**src/rtl/glr_pkg.sv**
```systemverilog
// Shared types and constants for the gradient line rasterizer.
package glr_pkg;

    localparam int COORD_W   = 6;   // pixel coordinate width
    localparam int RGB_W     = 16;  // RGB565 word
    localparam int CH_W      = 6;   // lane width for one color channel (green is widest)
    localparam int NUM_CH    = 3;   // red, green, blue
    localparam int R_LSB     = 11;
    localparam int G_LSB     = 5;
    localparam int RB_W      = 5;   // red and blue channel width
    localparam int G_W       = 6;
    localparam int DIV_STEPS = CH_W;
    localparam int DIV_CNT_W = $clog2(DIV_STEPS);

    localparam int CH_R = 0;
    localparam int CH_G = 1;
    localparam int CH_B = 2;

    typedef enum logic [1:0] {
        ST_IDLE,
        ST_PREP,
        ST_DIV,
        ST_EMIT
    } glr_state_t;

    typedef struct packed {
        logic load;       // latch and orient a new line command
        logic div_start;  // start the channel dividers
        logic emit;       // push current pixel to the output register and step
    } glr_cmd_t;

    typedef struct packed {
        logic zero_len;   // line has no major-axis extent
        logic div_done;   // quotients and remainders are valid
        logic is_last;    // current pixel is the final one
        logic out_free;   // output register can take a word this cycle
    } glr_status_t;

endpackage

```
**src/rtl/gradient_line_rasterizer.sv**
```systemverilog
// Flow: a line word is accepted, set up, run through the channel divider (skipped for
// zero-length lines), then stepped out by the Bresenham stepper at one pixel word per cycle
// while m_tready is high.  A new line word is accepted only once the last pixel is emitted.
// Reset: aresetn is synchronous, active low; it returns the sequencer to idle and empties
// the output register.  Line and color registers are not reset.
module gradient_line_rasterizer
    import glr_pkg::*;
#(
    parameter int CANVAS_SIZE = 64   // cap on pixels per line
)
(
    input  logic        aclk,
    input  logic        aresetn,
    // line command word
    input  logic        s_tvalid,
    output logic        s_tready,
    input  logic [55:0] s_tdata,   // start_x[5:0], start_y[11:6], end_x[17:12], end_y[23:18],
                                   // start_rgb[39:24], end_rgb[55:40]
    // pixel word
    output logic        m_tvalid,
    input  logic        m_tready,
    output logic [31:0] m_tdata,   // pixel_x[5:0], pixel_y[11:6], pixel_rgb[27:12], zero[31:28]
    output logic        m_tlast    // last_pixel
);

    glr_cmd_t    cmd;
    glr_status_t status;

    logic [COORD_W-1:0] pixel_x, pixel_y;
    logic [RGB_W-1:0]   pixel_rgb;

    // controller: IDLE -> PREP -> DIV -> EMIT, zero-length lines skip DIV
    glr_ctrl u_ctrl (
        .aclk     (aclk),
        .aresetn  (aresetn),
        .in_valid (s_tvalid),
        .in_ready (s_tready),
        .status   (status),
        .cmd      (cmd)
    );

    // datapath: orientation and swap at load, then per-pixel stepping
    glr_datapath #(
        .CANVAS_SIZE (CANVAS_SIZE)
    ) u_dp (
        .aclk       (aclk),
        .aresetn    (aresetn),
        .cmd        (cmd),
        .status     (status),
        .start_x    (s_tdata[5:0]),
        .start_y    (s_tdata[11:6]),
        .end_x      (s_tdata[17:12]),
        .end_y      (s_tdata[23:18]),
        .start_rgb  (s_tdata[39:24]),
        .end_rgb    (s_tdata[55:40]),
        .out_ready  (m_tready),
        .out_valid  (m_tvalid),
        .pixel_x    (pixel_x),
        .pixel_y    (pixel_y),
        .pixel_rgb  (pixel_rgb),
        .last_pixel (m_tlast)
    );

    assign m_tdata = {4'b0000, pixel_rgb, pixel_y, pixel_x};

endmodule

```
**src/rtl/glr_div.sv**
```systemverilog
// Restoring divider, three lanes sharing one divisor, one quotient bit per cycle.
module glr_div
    import glr_pkg::*;
(
    input  logic                      aclk,
    input  logic                      aresetn,
    input  logic                      start,
    input  logic [CH_W-1:0]           divisor,
    input  logic [NUM_CH-1:0][CH_W-1:0] numer,
    output logic [NUM_CH-1:0][CH_W-1:0] quot,
    output logic [NUM_CH-1:0][CH_W-1:0] rem,
    output logic                      done
);

    logic [NUM_CH-1:0][CH_W-1:0] num_reg, num_next;   // numerator in, quotient out
    logic [NUM_CH-1:0][CH_W-1:0] rem_reg, rem_next;
    logic [DIV_CNT_W-1:0]        cnt_reg;
    logic                        busy_reg;
    logic                        done_reg;

    always_comb begin
        logic [CH_W:0] trial;
        for (int i = 0; i < NUM_CH; i++) begin
            trial = {rem_reg[i], num_reg[i][CH_W-1]};
            if (trial >= {1'b0, divisor}) begin
                rem_next[i] = CH_W'(trial - {1'b0, divisor});
                num_next[i] = {num_reg[i][CH_W-2:0], 1'b1};
            end else begin
                rem_next[i] = trial[CH_W-1:0];
                num_next[i] = {num_reg[i][CH_W-2:0], 1'b0};
            end
        end
    end

    always_ff @(posedge aclk) begin
        if (!aresetn) begin
            busy_reg <= 1'b0;
            done_reg <= 1'b0;
            cnt_reg  <= '0;
        end else if (start) begin
            busy_reg <= 1'b1;
            done_reg <= 1'b0;
            cnt_reg  <= '0;
        end else if (busy_reg) begin
            cnt_reg <= cnt_reg + 1'b1;
            if (cnt_reg == DIV_CNT_W'(DIV_STEPS - 1)) begin
                busy_reg <= 1'b0;
                done_reg <= 1'b1;
            end
        end
    end

    always_ff @(posedge aclk) begin
        if (start) begin
            num_reg <= numer;
            rem_reg <= '0;
        end else if (busy_reg) begin
            num_reg <= num_next;
            rem_reg <= rem_next;
        end
    end

    assign quot = num_reg;
    assign rem  = rem_reg;
    assign done = done_reg;

endmodule

```
**src/rtl/glr_datapath.sv**
```systemverilog
// Line setup, Bresenham stepper, color channel steppers and output register.
module glr_datapath
    import glr_pkg::*;
#(
    parameter int CANVAS_SIZE = 64
)
(
    input  logic               aclk,
    input  logic               aresetn,
    input  glr_cmd_t           cmd,
    output glr_status_t        status,
    input  logic [COORD_W-1:0] start_x,
    input  logic [COORD_W-1:0] start_y,
    input  logic [COORD_W-1:0] end_x,
    input  logic [COORD_W-1:0] end_y,
    input  logic [RGB_W-1:0]   start_rgb,
    input  logic [RGB_W-1:0]   end_rgb,
    input  logic               out_ready,
    output logic               out_valid,
    output logic [COORD_W-1:0] pixel_x,
    output logic [COORD_W-1:0] pixel_y,
    output logic [RGB_W-1:0]   pixel_rgb,
    output logic               last_pixel
);

    localparam int unsigned CAP = CANVAS_SIZE - 1;  // highest pixel index in a line

    // setup, combinational from the input word
    logic signed [COORD_W:0] sx_diff, sy_diff;
    logic [COORD_W-1:0] adx, ady;
    logic               steep;
    logic [COORD_W-1:0] a0, b0, a1, b1;
    logic               swap;
    logic [COORD_W-1:0] ma0, mb0, mb1, mdx, mdy;
    logic               yneg;
    logic [RGB_W-1:0]   c0, c1;
    logic [NUM_CH-1:0][CH_W-1:0] ch_from, ch_to, ch_mag;
    logic [NUM_CH-1:0]           ch_neg;

    // line state
    logic [COORD_W-1:0] a_reg, b_reg, dx_reg, dy_reg, k_reg;
    logic               yneg_reg, steep_reg;
    logic signed [COORD_W:0] berr_reg;
    logic [NUM_CH-1:0][CH_W-1:0] val_reg, mag_reg;
    logic [NUM_CH-1:0]           neg_reg;
    logic signed [CH_W:0]        cerr_reg [NUM_CH];

    // divider results
    logic [NUM_CH-1:0][CH_W-1:0] quot, rem;
    logic                        div_done;

    // output register
    logic               out_valid_reg;
    logic [COORD_W-1:0] px_reg, py_reg;
    logic [RGB_W-1:0]   rgb_reg;
    logic               last_reg;

    logic [COORD_W-1:0] lim;
    logic               is_last;
    logic [COORD_W-1:0] cur_px, cur_py;
    logic [RGB_W-1:0]   cur_rgb;
    logic signed [COORD_W:0] berr_dec;

    always_comb begin
        logic signed [CH_W:0] cdiff;
        sx_diff = $signed({1'b0, end_x}) - $signed({1'b0, start_x});
        sy_diff = $signed({1'b0, end_y}) - $signed({1'b0, start_y});
        adx = sx_diff[COORD_W] ? COORD_W'(-sx_diff) : sx_diff[COORD_W-1:0];
        ady = sy_diff[COORD_W] ? COORD_W'(-sy_diff) : sy_diff[COORD_W-1:0];
        steep = ady > adx;
        a0 = steep ? start_y : start_x;
        b0 = steep ? start_x : start_y;
        a1 = steep ? end_y   : end_x;
        b1 = steep ? end_x   : end_y;
        swap = a0 > a1;
        ma0 = swap ? a1 : a0;
        mb0 = swap ? b1 : b0;
        mb1 = swap ? b0 : b1;
        mdx = swap ? a0 - a1 : a1 - a0;
        yneg = mb0 > mb1;
        mdy = yneg ? mb0 - mb1 : mb1 - mb0;
        c0 = swap ? end_rgb : start_rgb;
        c1 = swap ? start_rgb : end_rgb;
        ch_from[CH_R] = {1'b0, c0[R_LSB +: RB_W]};
        ch_from[CH_G] = c0[G_LSB +: G_W];
        ch_from[CH_B] = {1'b0, c0[0 +: RB_W]};
        ch_to[CH_R]   = {1'b0, c1[R_LSB +: RB_W]};
        ch_to[CH_G]   = c1[G_LSB +: G_W];
        ch_to[CH_B]   = {1'b0, c1[0 +: RB_W]};
        for (int i = 0; i < NUM_CH; i++) begin
            cdiff = $signed({1'b0, ch_to[i]}) - $signed({1'b0, ch_from[i]});
            ch_neg[i] = cdiff[CH_W];
            ch_mag[i] = cdiff[CH_W] ? CH_W'(-cdiff) : cdiff[CH_W-1:0];
        end
    end

    glr_div u_div (
        .aclk    (aclk),
        .aresetn (aresetn),
        .start   (cmd.div_start),
        .divisor (dx_reg),
        .numer   (mag_reg),
        .quot    (quot),
        .rem     (rem),
        .done    (div_done)
    );

    // pixel count is capped at the canvas size
    always_comb begin
        lim     = (int'(dx_reg) > CAP) ? COORD_W'(CAP) : dx_reg;
        is_last = (k_reg == lim);
        cur_px  = steep_reg ? b_reg : a_reg;
        cur_py  = steep_reg ? a_reg : b_reg;
        cur_rgb = {val_reg[CH_R][RB_W-1:0], val_reg[CH_G][G_W-1:0], val_reg[CH_B][RB_W-1:0]};
        berr_dec = berr_reg - $signed({1'b0, dy_reg});
    end

    always_ff @(posedge aclk) begin
        logic signed [CH_W:0] e;
        logic [CH_W-1:0]      inc;
        if (cmd.load) begin
            a_reg     <= ma0;
            b_reg     <= mb0;
            dx_reg    <= mdx;
            dy_reg    <= mdy;
            yneg_reg  <= yneg;
            steep_reg <= steep;
            k_reg     <= '0;
            berr_reg  <= $signed({2'b00, mdx[COORD_W-1:1]});
            for (int i = 0; i < NUM_CH; i++) begin
                val_reg[i]  <= ch_from[i];
                mag_reg[i]  <= ch_mag[i];
                neg_reg[i]  <= ch_neg[i];
                cerr_reg[i] <= $signed({2'b00, mdx[COORD_W-1:1]});
            end
        end else if (cmd.emit) begin
            a_reg <= a_reg + 1'b1;
            k_reg <= k_reg + 1'b1;
            if (berr_dec < 0) begin
                b_reg    <= yneg_reg ? b_reg - 1'b1 : b_reg + 1'b1;
                berr_reg <= berr_dec + $signed({1'b0, dx_reg});
            end else begin
                berr_reg <= berr_dec;
            end
            for (int i = 0; i < NUM_CH; i++) begin
                e   = cerr_reg[i] - $signed({1'b0, rem[i]});
                inc = quot[i] + CH_W'(e < 0);
                val_reg[i]  <= neg_reg[i] ? val_reg[i] - inc : val_reg[i] + inc;
                cerr_reg[i] <= (e < 0) ? e + $signed({1'b0, dx_reg}) : e;
            end
        end
    end

    always_ff @(posedge aclk) begin
        if (!aresetn) begin
            out_valid_reg <= 1'b0;
        end else if (cmd.emit) begin
            out_valid_reg <= 1'b1;
        end else if (out_ready) begin
            out_valid_reg <= 1'b0;
        end
    end

    always_ff @(posedge aclk) begin
        if (cmd.emit) begin
            px_reg   <= cur_px;
            py_reg   <= cur_py;
            rgb_reg  <= cur_rgb;
            last_reg <= is_last;
        end
    end

    assign status.zero_len = (dx_reg == '0);
    assign status.div_done = div_done;
    assign status.is_last  = is_last;
    assign status.out_free = !out_valid_reg || out_ready;

    assign out_valid  = out_valid_reg;
    assign pixel_x    = px_reg;
    assign pixel_y    = py_reg;
    assign pixel_rgb  = rgb_reg;
    assign last_pixel = last_reg;

endmodule

```
**src/rtl/glr_ctrl.sv**
```systemverilog
// Sequencer for one line command: accept, divide, then emit pixels.
module glr_ctrl
    import glr_pkg::*;
(
    input  logic        aclk,
    input  logic        aresetn,
    input  logic        in_valid,
    output logic        in_ready,
    input  glr_status_t status,
    output glr_cmd_t    cmd
);

    glr_state_t state_reg, state_next;

    always_ff @(posedge aclk) begin
        if (!aresetn) begin
            state_reg <= ST_IDLE;
        end else begin
            state_reg <= state_next;
        end
    end

    always_comb begin
        state_next    = state_reg;
        in_ready      = 1'b0;
        cmd.load      = 1'b0;
        cmd.div_start = 1'b0;
        cmd.emit      = 1'b0;
        unique case (state_reg)
            ST_IDLE: begin
                in_ready = 1'b1;
                if (in_valid) begin
                    cmd.load   = 1'b1;
                    state_next = ST_PREP;
                end
            end
            ST_PREP: begin
                if (status.zero_len) begin
                    state_next = ST_EMIT;
                end else begin
                    cmd.div_start = 1'b1;
                    state_next    = ST_DIV;
                end
            end
            ST_DIV: begin
                if (status.div_done) begin
                    state_next = ST_EMIT;
                end
            end
            ST_EMIT: begin
                if (status.out_free) begin
                    cmd.emit = 1'b1;
                    if (status.is_last) begin
                        state_next = ST_IDLE;
                    end
                end
            end
            default: state_next = ST_IDLE;
        endcase
    end

endmodule

```
**config.mk**
```make
export PLATFORM = sky130hd
export DESIGN_NAME = gradient_line_rasterizer
export DESIGN_NICKNAME = d
export VERILOG_FILES = /design/src/rtl/glr_pkg.sv /design/src/rtl/gradient_line_rasterizer.sv /design/src/rtl/glr_div.sv /design/src/rtl/glr_datapath.sv /design/src/rtl/glr_ctrl.sv
export SDC_FILE = /design/constraint.sdc
export NUM_CORES = 1
export LEC_CHECK = 0
export BUFFER_PORTS_ARGS = -buffer_cell sky130_fd_sc_hd__buf_2
export CAP_MARGIN = 20
export CORE_ASPECT_RATIO = 1.25
export CORE_MARGIN = 2
export CORE_UTILIZATION = 31
export CTS_BUF_LIST = sky130_fd_sc_hd__clkbuf_4
export DETAILED_ROUTE_END_ITERATION = 8
export PLACE_DENSITY = 0.56
export SYNTH_ARGS = -nofsm -noshare
export SYNTH_HDL_FRONTEND = slang
export SYNTH_SLANG_ARGS = --single-unit
```
**constraint.sdc**
```tcl
create_clock -name aclk -period 11 [get_ports aclk]
set_input_delay 0 -clock aclk [delete_from_list [all_inputs] [get_ports aclk]]
set_output_delay 0 -clock aclk [all_outputs]
set_load 0.01 [all_outputs]
```
==> results.txt, run 1 <==
postcts setup bufs - 0
I/O Pins - 95
Die Y - 242.7 µm
cell accounting for the most synthesized area - edfxtp_1
EDFF count, synth - 136
Data arrival, critical path - 9.38 ns
Main synth FF type - edfxtp_1
max reg flops - 21
initial antenna violation count - 1
most frequent cells in the layout - 166 x inv_1, 150 x nor2_1, 147 x ha_1
residual DRC count - 0
WL/cell - 14.95 µm
share of synthesized area spent on multiplexers - 3.781%
synth warn - 0
Worst-Skew Late Latency - 0.62 ns
Core Area - 45070 µm²
MaxCap Viol Count - 0
Yosys cell types - 74
status - complete, no violations
Cells after Synth - 1559
CTS tree - done
r2r setup slk - 6.13 ns
max incr delay on CP - 0.77 ns
die area - 47320 µm²
nets - 1913
CP required - 11.37 ns
Layout Skew - 0.02936 ns
CTS max path bufs - 2
gr usage total - 14.61%
unrepaired setup endpoints after global routing - false
vias in the first global route - 11.00k
FMAX - 111.1 MHz
DIE WIDTH - 195.0 µm
largest net degree at the start of global routing - 48
Final HPWL DP - 26.26 mm
global-route wire length before repair - 56.02 mm
Max Slew Vio Count - 0
vias per inst - 4.881
total grt overflow - 0
startpoint types - primary input
compound-gate portion of the synthesized area - 16.69%
Synth Area in XOR/XNOR - 9.279%
H-tree depth - 4
Crit Path Max Fanout - 33
# port buffers - 90
Post-DRT Antenna Nets - 0
TNS Setup - 0 ns
post-cts resize count - 0
measured slew at the worst slew-check pin - 1.052 ns
Layout area overhead - 13.39%
share of layout cells above drive strength 1 - 10.78%
synth top area cells - edfxtp_1 29%, ha_1 13%, xnor2_1 5.5%
synthesized area - 14130 µm²
flops & latches, synth - 170
setup violators final - 0
drt total wl - 34.05 mm
clock sinks - 170
commonest non-fill, non-tap cell in the layout - inv_1
RD Place Congestion - 0.8611
Clock transition at path regs - 0.16 ns
clk root buf - clkbuf_4
TritonCTS Buffers - 17
initial core utilization - 31.36%
total vias in the final route - 11.11k
DR pass1 iterations - 5
Post-Synth Simple-Gate Area - 13.35%
post-layout min period - 9.002 ns
Yosys top cell area share - 28.90%
Fin. Hold Viols - 0
Worst Setup End Kind - register
hold-fix buffers at CTS - 54
fin crit share - 81.84%
Iter 0 DRT Violations - 485
std cell rows - 87
Rel. slew slack - 29.54%
slowest cell on the critical path - a31oi_1
Synth Area in Adders - 16.91%
Post-synth ARST share - 0%
worst hold-check path type - primary input to register
mean post-synth cell area - 9.064 µm²
critical path class - primary input to register
largest family of logic cells by synthesized area - adder cells
register area share after synthesis - 33.72%
==> worst paths after layout <==
kind | depth (start not counted) | endpoint | from
max | 42 | u_dp.dy_reg[5]$_DFFE_PP_ | s_tdata[12]
min | 5 | u_dp.a_reg[2]$_DFFE_PP_ | s_tdata[20]
max reg2reg | 21 | u_dp.cur_rgb[4]$_DFFE_PP_ | u_dp.u_div.rem[12]$_SDFFE_PP0P_
min reg2reg | 2 | u_dp.u_div.done$_SDFFE_PP0P_ | u_dp.u_div.done$_SDFFE_PP0P_
==> per-layer routing <==
layer / routed length (µm) / part of all wire (%) / up-vias / global-route usage [%]
met5: 0 / 0 / - / 0
met4: 881 / 2.6 / 0 / 5.074
met3: 684 / 2.0 / 45 / 1.653
met2: 16950 / 50 / 144 / 25.96
met1: 15530 / 46 / 5245 / 18.27
li1: - / - / 5679 / -
==> worst max-delay path, delay by kind of cell <==
family                     cells  cell delay [ns]
and+or+nand+nor               11             1.82
adders and majority gates      6             1.85
buffers and inverters          6             1.06
xor gates and xnor gates       3             0.44
AOI/OAI and AO/OA             14             3.55
muxes                          2             0.63
==> metrics by stage <==
stage                     area (µm²)  utilization [%]  cells  setup WS [ns]  hold slack, ns
after global routing           16020            35.55   2277          1.354         0.07756
after detailed placement       15160            33.65   2188          1.994          0.2844
after CTS                      16010            35.52   2274          2.101        0.004513
after global placement         15160            33.65   2188          2.166          0.2851
final                          16020            35.55   2277          1.998         0.06356
after floorplan                14140                -   1562          3.193          0.1217
==> kinds of logic (layout without fill, tap and decap cells) <==
group                      count (synthesis)  count (layout)
other                                      1               5
AOI/OAI and AO/OA                        368             368
and+or+nand+nor                          417             417
adders and majority gates                181             181
muxes                                     51              51
buffers and inverters                    223             359
DFF                                      170             170
xor gates and xnor gates                 148             148
==> final cells by class <==
cell class	count	area [µm²]
fillers	4652	29040
multi-input cells	1169	8498
flip-flops and latches	170	4765
repair buffers	159	1101
well taps	578	723.2
inverters	168	630.6
clock inverters	15	175.2
clock buffers	17	127.6
diodes	1	2.502
==> synth_stat cells (32+ instances only) <==
library cell / number
edfxtp_1: 136
xor2_1: 58
dfxtp_1: 34
clkbuf_1: 36
xnor2_1: 88
nand2_1: 140
nor2_1: 150
a21o_1: 46
a21oi_1: 136
ha_1: 147
inv_1: 167
mux2i_1: 32
o21ai_0: 64
Power of run 1 is not shown: default switching activity piles up to over one toggle a cycle in this logic, so the estimate is an artifact.
==> run 2, diff against run 1 <==
--- a/config.mk
+++ b/config.mk
@@ -5,6 +5,7 @@
 export SDC_FILE = /design/constraint.sdc
 export NUM_CORES = 1
 export LEC_CHECK = 0
+export ABC_AREA = 1
 export BUFFER_PORTS_ARGS = -buffer_cell sky130_fd_sc_hd__buf_2
 export CAP_MARGIN = 20
 export CORE_ASPECT_RATIO = 1.25
@@ -12,7 +13,7 @@
 export CORE_UTILIZATION = 31
 export CTS_BUF_LIST = sky130_fd_sc_hd__clkbuf_4
 export DETAILED_ROUTE_END_ITERATION = 8
-export PLACE_DENSITY = 0.56
+export PLACE_DENSITY = 0.58
 export SYNTH_ARGS = -nofsm -noshare
 export SYNTH_HDL_FRONTEND = slang
 export SYNTH_SLANG_ARGS = --single-unit
==> constraint.sdc (replaced) <==
create_clock -name aclk -period 7.7 [get_ports aclk]
set_input_delay 0 -clock aclk [delete_from_list [all_inputs] [get_ports aclk]]
set_output_delay 0 -clock aclk [all_outputs]
set_load 0.01 [all_outputs]
==> run 2 against run 1 <==
Net effect: design area is 1.1% lower; count of clock-buffer cells in the layout did not move; global-route usage grew 0.17 points; wire length rose by 0.31%; first-iteration DRC count grew 20%; clock skew grew 0.00076 ns; worst setup slack got worse by 1.1 ns; synthesized cell count up 14%; register-to-register slack got worse by 3.5 ns.
==> results.txt, run 2 <==
startpoint types - primary input (unchanged)
Buf/Inv on CP - 6 (unchanged)
vias in the first global route - 11.61k (was 11.00k)
cell accounting for the most synthesized area - edfxtp_1 (unchanged)
critical path class - primary input to register (unchanged)
Worst Setup End Kind - register (unchanged)
I/O Pins - 95 (unchanged)
MaxCap Viol Count - 0 (unchanged)
synth warn - 0 (unchanged)
Yosys top cell area share - 29.30% (was 28.90%)
Rel. slew slack - 26.99% (was 29.54%)
CTS max path bufs - 2 (unchanged)
Clock transition at path regs - 0.15 ns (was 0.16 ns)
# port buffers - 90 (unchanged)
status - complete, no violations (unchanged)
measured slew at the worst slew-check pin - 1.084 ns (was 1.052 ns)
kind of cell adding the most delay to the critical path - adder cells (was compound AO/OA/AOI/OAI gates)
EDFF count, synth - 136 (unchanged)
DR pass1 iterations - 5 (unchanged)
Post-DRT Antenna Nets - 0 (unchanged)
Max Used Layer - met4 (unchanged)
most frequent cells in the layout - 362 x nand2_1, 294 x inv_1, 155 x o21ai_0 (was 166 x inv_1, 150 x nor2_1, 147 x ha_1)
most numerous cell in the Yosys netlist - nand2_1 (was inv_1)
synthesized area - 13940 µm² (was 14130 µm²)
Cells after Synth - 1770 (was 1559)
total vias in the final route - 11.85k (was 11.11k)
register area share after synthesis - 34.18% (was 33.72%)
vias per inst - 4.751 (was 4.881)
Synth top cells by count - 364 x nand2_1, 294 x inv_1, 159 x o21ai_0 (was 167 x inv_1, 150 x nor2_1, 147 x ha_1)
unrepaired setup endpoints after global routing - false (unchanged)
pre-CTS setup slack - 0.4236 ns (was 1.994 ns)
H-tree depth - 4 (unchanged)
TNS Setup - 0 ns (unchanged)
Iter 0 DRT Violations - 584 (was 485)
fin crit share - 88.63%
Layout Skew - 0.03012 ns (was 0.02936 ns)
Routed met2 length - 17.14 mm (was 16.95 mm)
Max Slew Vio Count - 0 (unchanged)
std cell rows - 86 (was 87)
Crit Path Max Fanout - 49 (was 33)
synth top area cells - edfxtp_1 29%, ha_1 13%, nand2_1 9.8% (was edfxtp_1 29%, ha_1 13%, xnor2_1 5.5%)
CP required - 8.09 ns (was 11.37 ns)
TritonCTS Buffers - 17 (unchanged)
mean post-synth cell area - 7.875 µm² (was 9.064 µm²)
final setup margin - 0.8753 ns (was 1.998 ns)
max reg flops - 21 (unchanged)
initial antenna violation count - 1 (unchanged)
Core Area - 44220 µm² (was 45070 µm²)
initial core utilization - 31.52% (was 31.36%)
clock sinks - 170 (unchanged)
max incr delay on CP - 0.52 ns (was 0.77 ns)
flops & latches, synth - 170 (unchanged)
setup violators final - 0 (unchanged)
Yosys cell types - 54 (was 74)
Worst-Skew Late Latency - 0.64 ns (was 0.62 ns)
Die Y - 241.1 µm (was 242.7 µm)
share of layout cells above drive strength 1 - 9.630% (was 10.78%)
worst hold-check path type - primary input to register (unchanged)
drt total wl - 34.15 mm (was 34.05 mm)
global-route wire length before repair - 56.18 mm (was 56.02 mm)
RD Place Congestion - 0.8621 (was 0.8611)
total grt overflow - 0 (unchanged)
slowest cell on the critical path - dlygate4sd3_1 (was a31oi_1)
Filler cells - 4566 (was 4652)
largest net degree at the start of global routing - 61 (was 48)
Final HPWL DP - 25.91 mm (was 26.26 mm)
metal3 WL - 874 µm (was 684 µm)
Post-synth ARST share - 0% (unchanged)
Layout area overhead - 13.73% (was 13.39%)
clk root buf - clkbuf_4 (unchanged)
nets - 2136 (was 1913)
routed length on met1 - 15.23 mm (was 15.53 mm)
die area - 46680 µm² (was 47320 µm²)
Main synth FF type - edfxtp_1 (unchanged)
r2r setup slk - 2.62 ns (was 6.13 ns)
gr usage total - 14.78% (was 14.61%)
commonest non-fill, non-tap cell in the layout - nand2_1 (was inv_1)
Fin. Hold Viols - 0 (unchanged)
Hold Slack - 0.03689 ns (was 0.06356 ns)
post-layout min period - 6.825 ns
CTS tree - done (unchanged)
Data arrival, critical path - 7.21 ns (was 9.38 ns)
residual DRC count - 0 (unchanged)
WL/cell - 13.69 µm (was 14.95 µm)
DIE WIDTH - 193.7 µm (was 195.0 µm)
FMAX - 146.5 MHz
[run 2: cell types whose count changed in the layout (fill, tap and decap cells not counted), sizes merged, moves of 21 or more]
| cell | before | now |
|---|---|---|
| nand2b | 21 | 0 |
| nor2 | 152 | 129 |
| a21o | 46 | 0 |
| nand2 | 141 | 376 |
| inv | 175 | 308 |
| a21oi | 136 | 101 |
| nand3 | 24 | 67 |
| mux2i | 32 | 4 |
| o21ai | 71 | 174 |
| xnor2 | 90 | 37 |
| a211oi | 24 | 3 |
[run 2: worst register-to-register path, stage by stage, from the launching register on]
cell	delay, ns
dfxtp_1	0.43
ha_1	0.17
inv_1	0.06
fa_1	0.40
a31oi_1	0.22
nor2_1	0.09
nor2_1	0.09
inv_1	0.05
a21oi_1	0.16
nand2_1	0.07
nand2_1	0.21
clkinv_1	0.29
ha_1	0.30
ha_1	0.32
inv_1	0.05
ha_1	0.27
inv_1	0.03
o21ai_0	0.34
inv_1	0.08
ha_1	0.28
nand2_1	0.05
o211a_1	0.21
or2_2	0.29
nand2_1	0.08
a21oi_1	0.08
xor2_1	0.15
o22ai_1	0.09
[run 2: kinds of logic (layout without fill, tap and decap cells)]
logic type / after synthesis / in the layout / synth area share, %
AOI/OAI and AO/OA: 345 / 345 / 13.60
xor gates and xnor gates: 103 / 103 / 6.472
adders and majority gates: 168 / 168 / 16.21
buffers and inverters: 337 / 485 / 9.434
DFF: 170 / 170 / 34.18
muxes: 4 / 4 / 0.2873
other: 1 / 5 / 0.02690
and+or+nand+nor: 642 / 642 / 19.78
[run 2: metal layers]
layer	up-vias	global-route usage [%]
li1	6111	-
met1	5503	17.80
met2	187	27.07
met3	47	1.509
met4	0	5.806
met5	-	0
[run 2: worst paths after layout]
check,from,endpoint,cells past startpoint
setup / recovery,s_tdata[12],u_dp.dy_reg[5]$_DFFE_PP_,34
setup reg to reg,u_dp.u_div.rem[6]$_SDFFE_PP0P_,u_dp.cur_rgb[10]$_DFFE_PP_,26
hold / removal,s_tdata[18],u_dp.a_reg[0]$_DFFE_PP_,5
hold reg to reg,u_dp.cur_rgb[3]$_DFFE_PP_,u_dp.pixel_rgb[3]$_DFFE_PP_,0
[run 2: timing repair]
item                                    in CTS  in global routing
setup buffers                                0                  0
gates resized for setup                      0                  5
endpoints found under the hold margin       49                  0
hold buffers                                52                  0
endpoints found under the setup margin       0                  1
[run 2: per-stage QoR]
stage	utilization [%]	cells	instance area, µm²
finish	35.84	2494	15850
global route	35.84	2494	15850
CTS	35.83	2493	15840
detailed placement	34.02	2409	15040
global placement	33.96	2408	15020
floorplan	-	1773	13950
[run 2: layout make-up]
type	instances	area, µm²	share of cell area [%]
Clock inverter	15	151.4	0.9551
Antenna cell	1	2.502	0.01579
Timing Repair Buffer	152	1066	6.725
Clock buffer	17	127.6	0.8051
Tap cell	572	715.7	4.515
Inverter	301	1130	7.128
Sequential cell	170	4765	30.06
Multi-Input combinational cell	1266	7894	49.80
Power of run 2 is left out for the same reason.
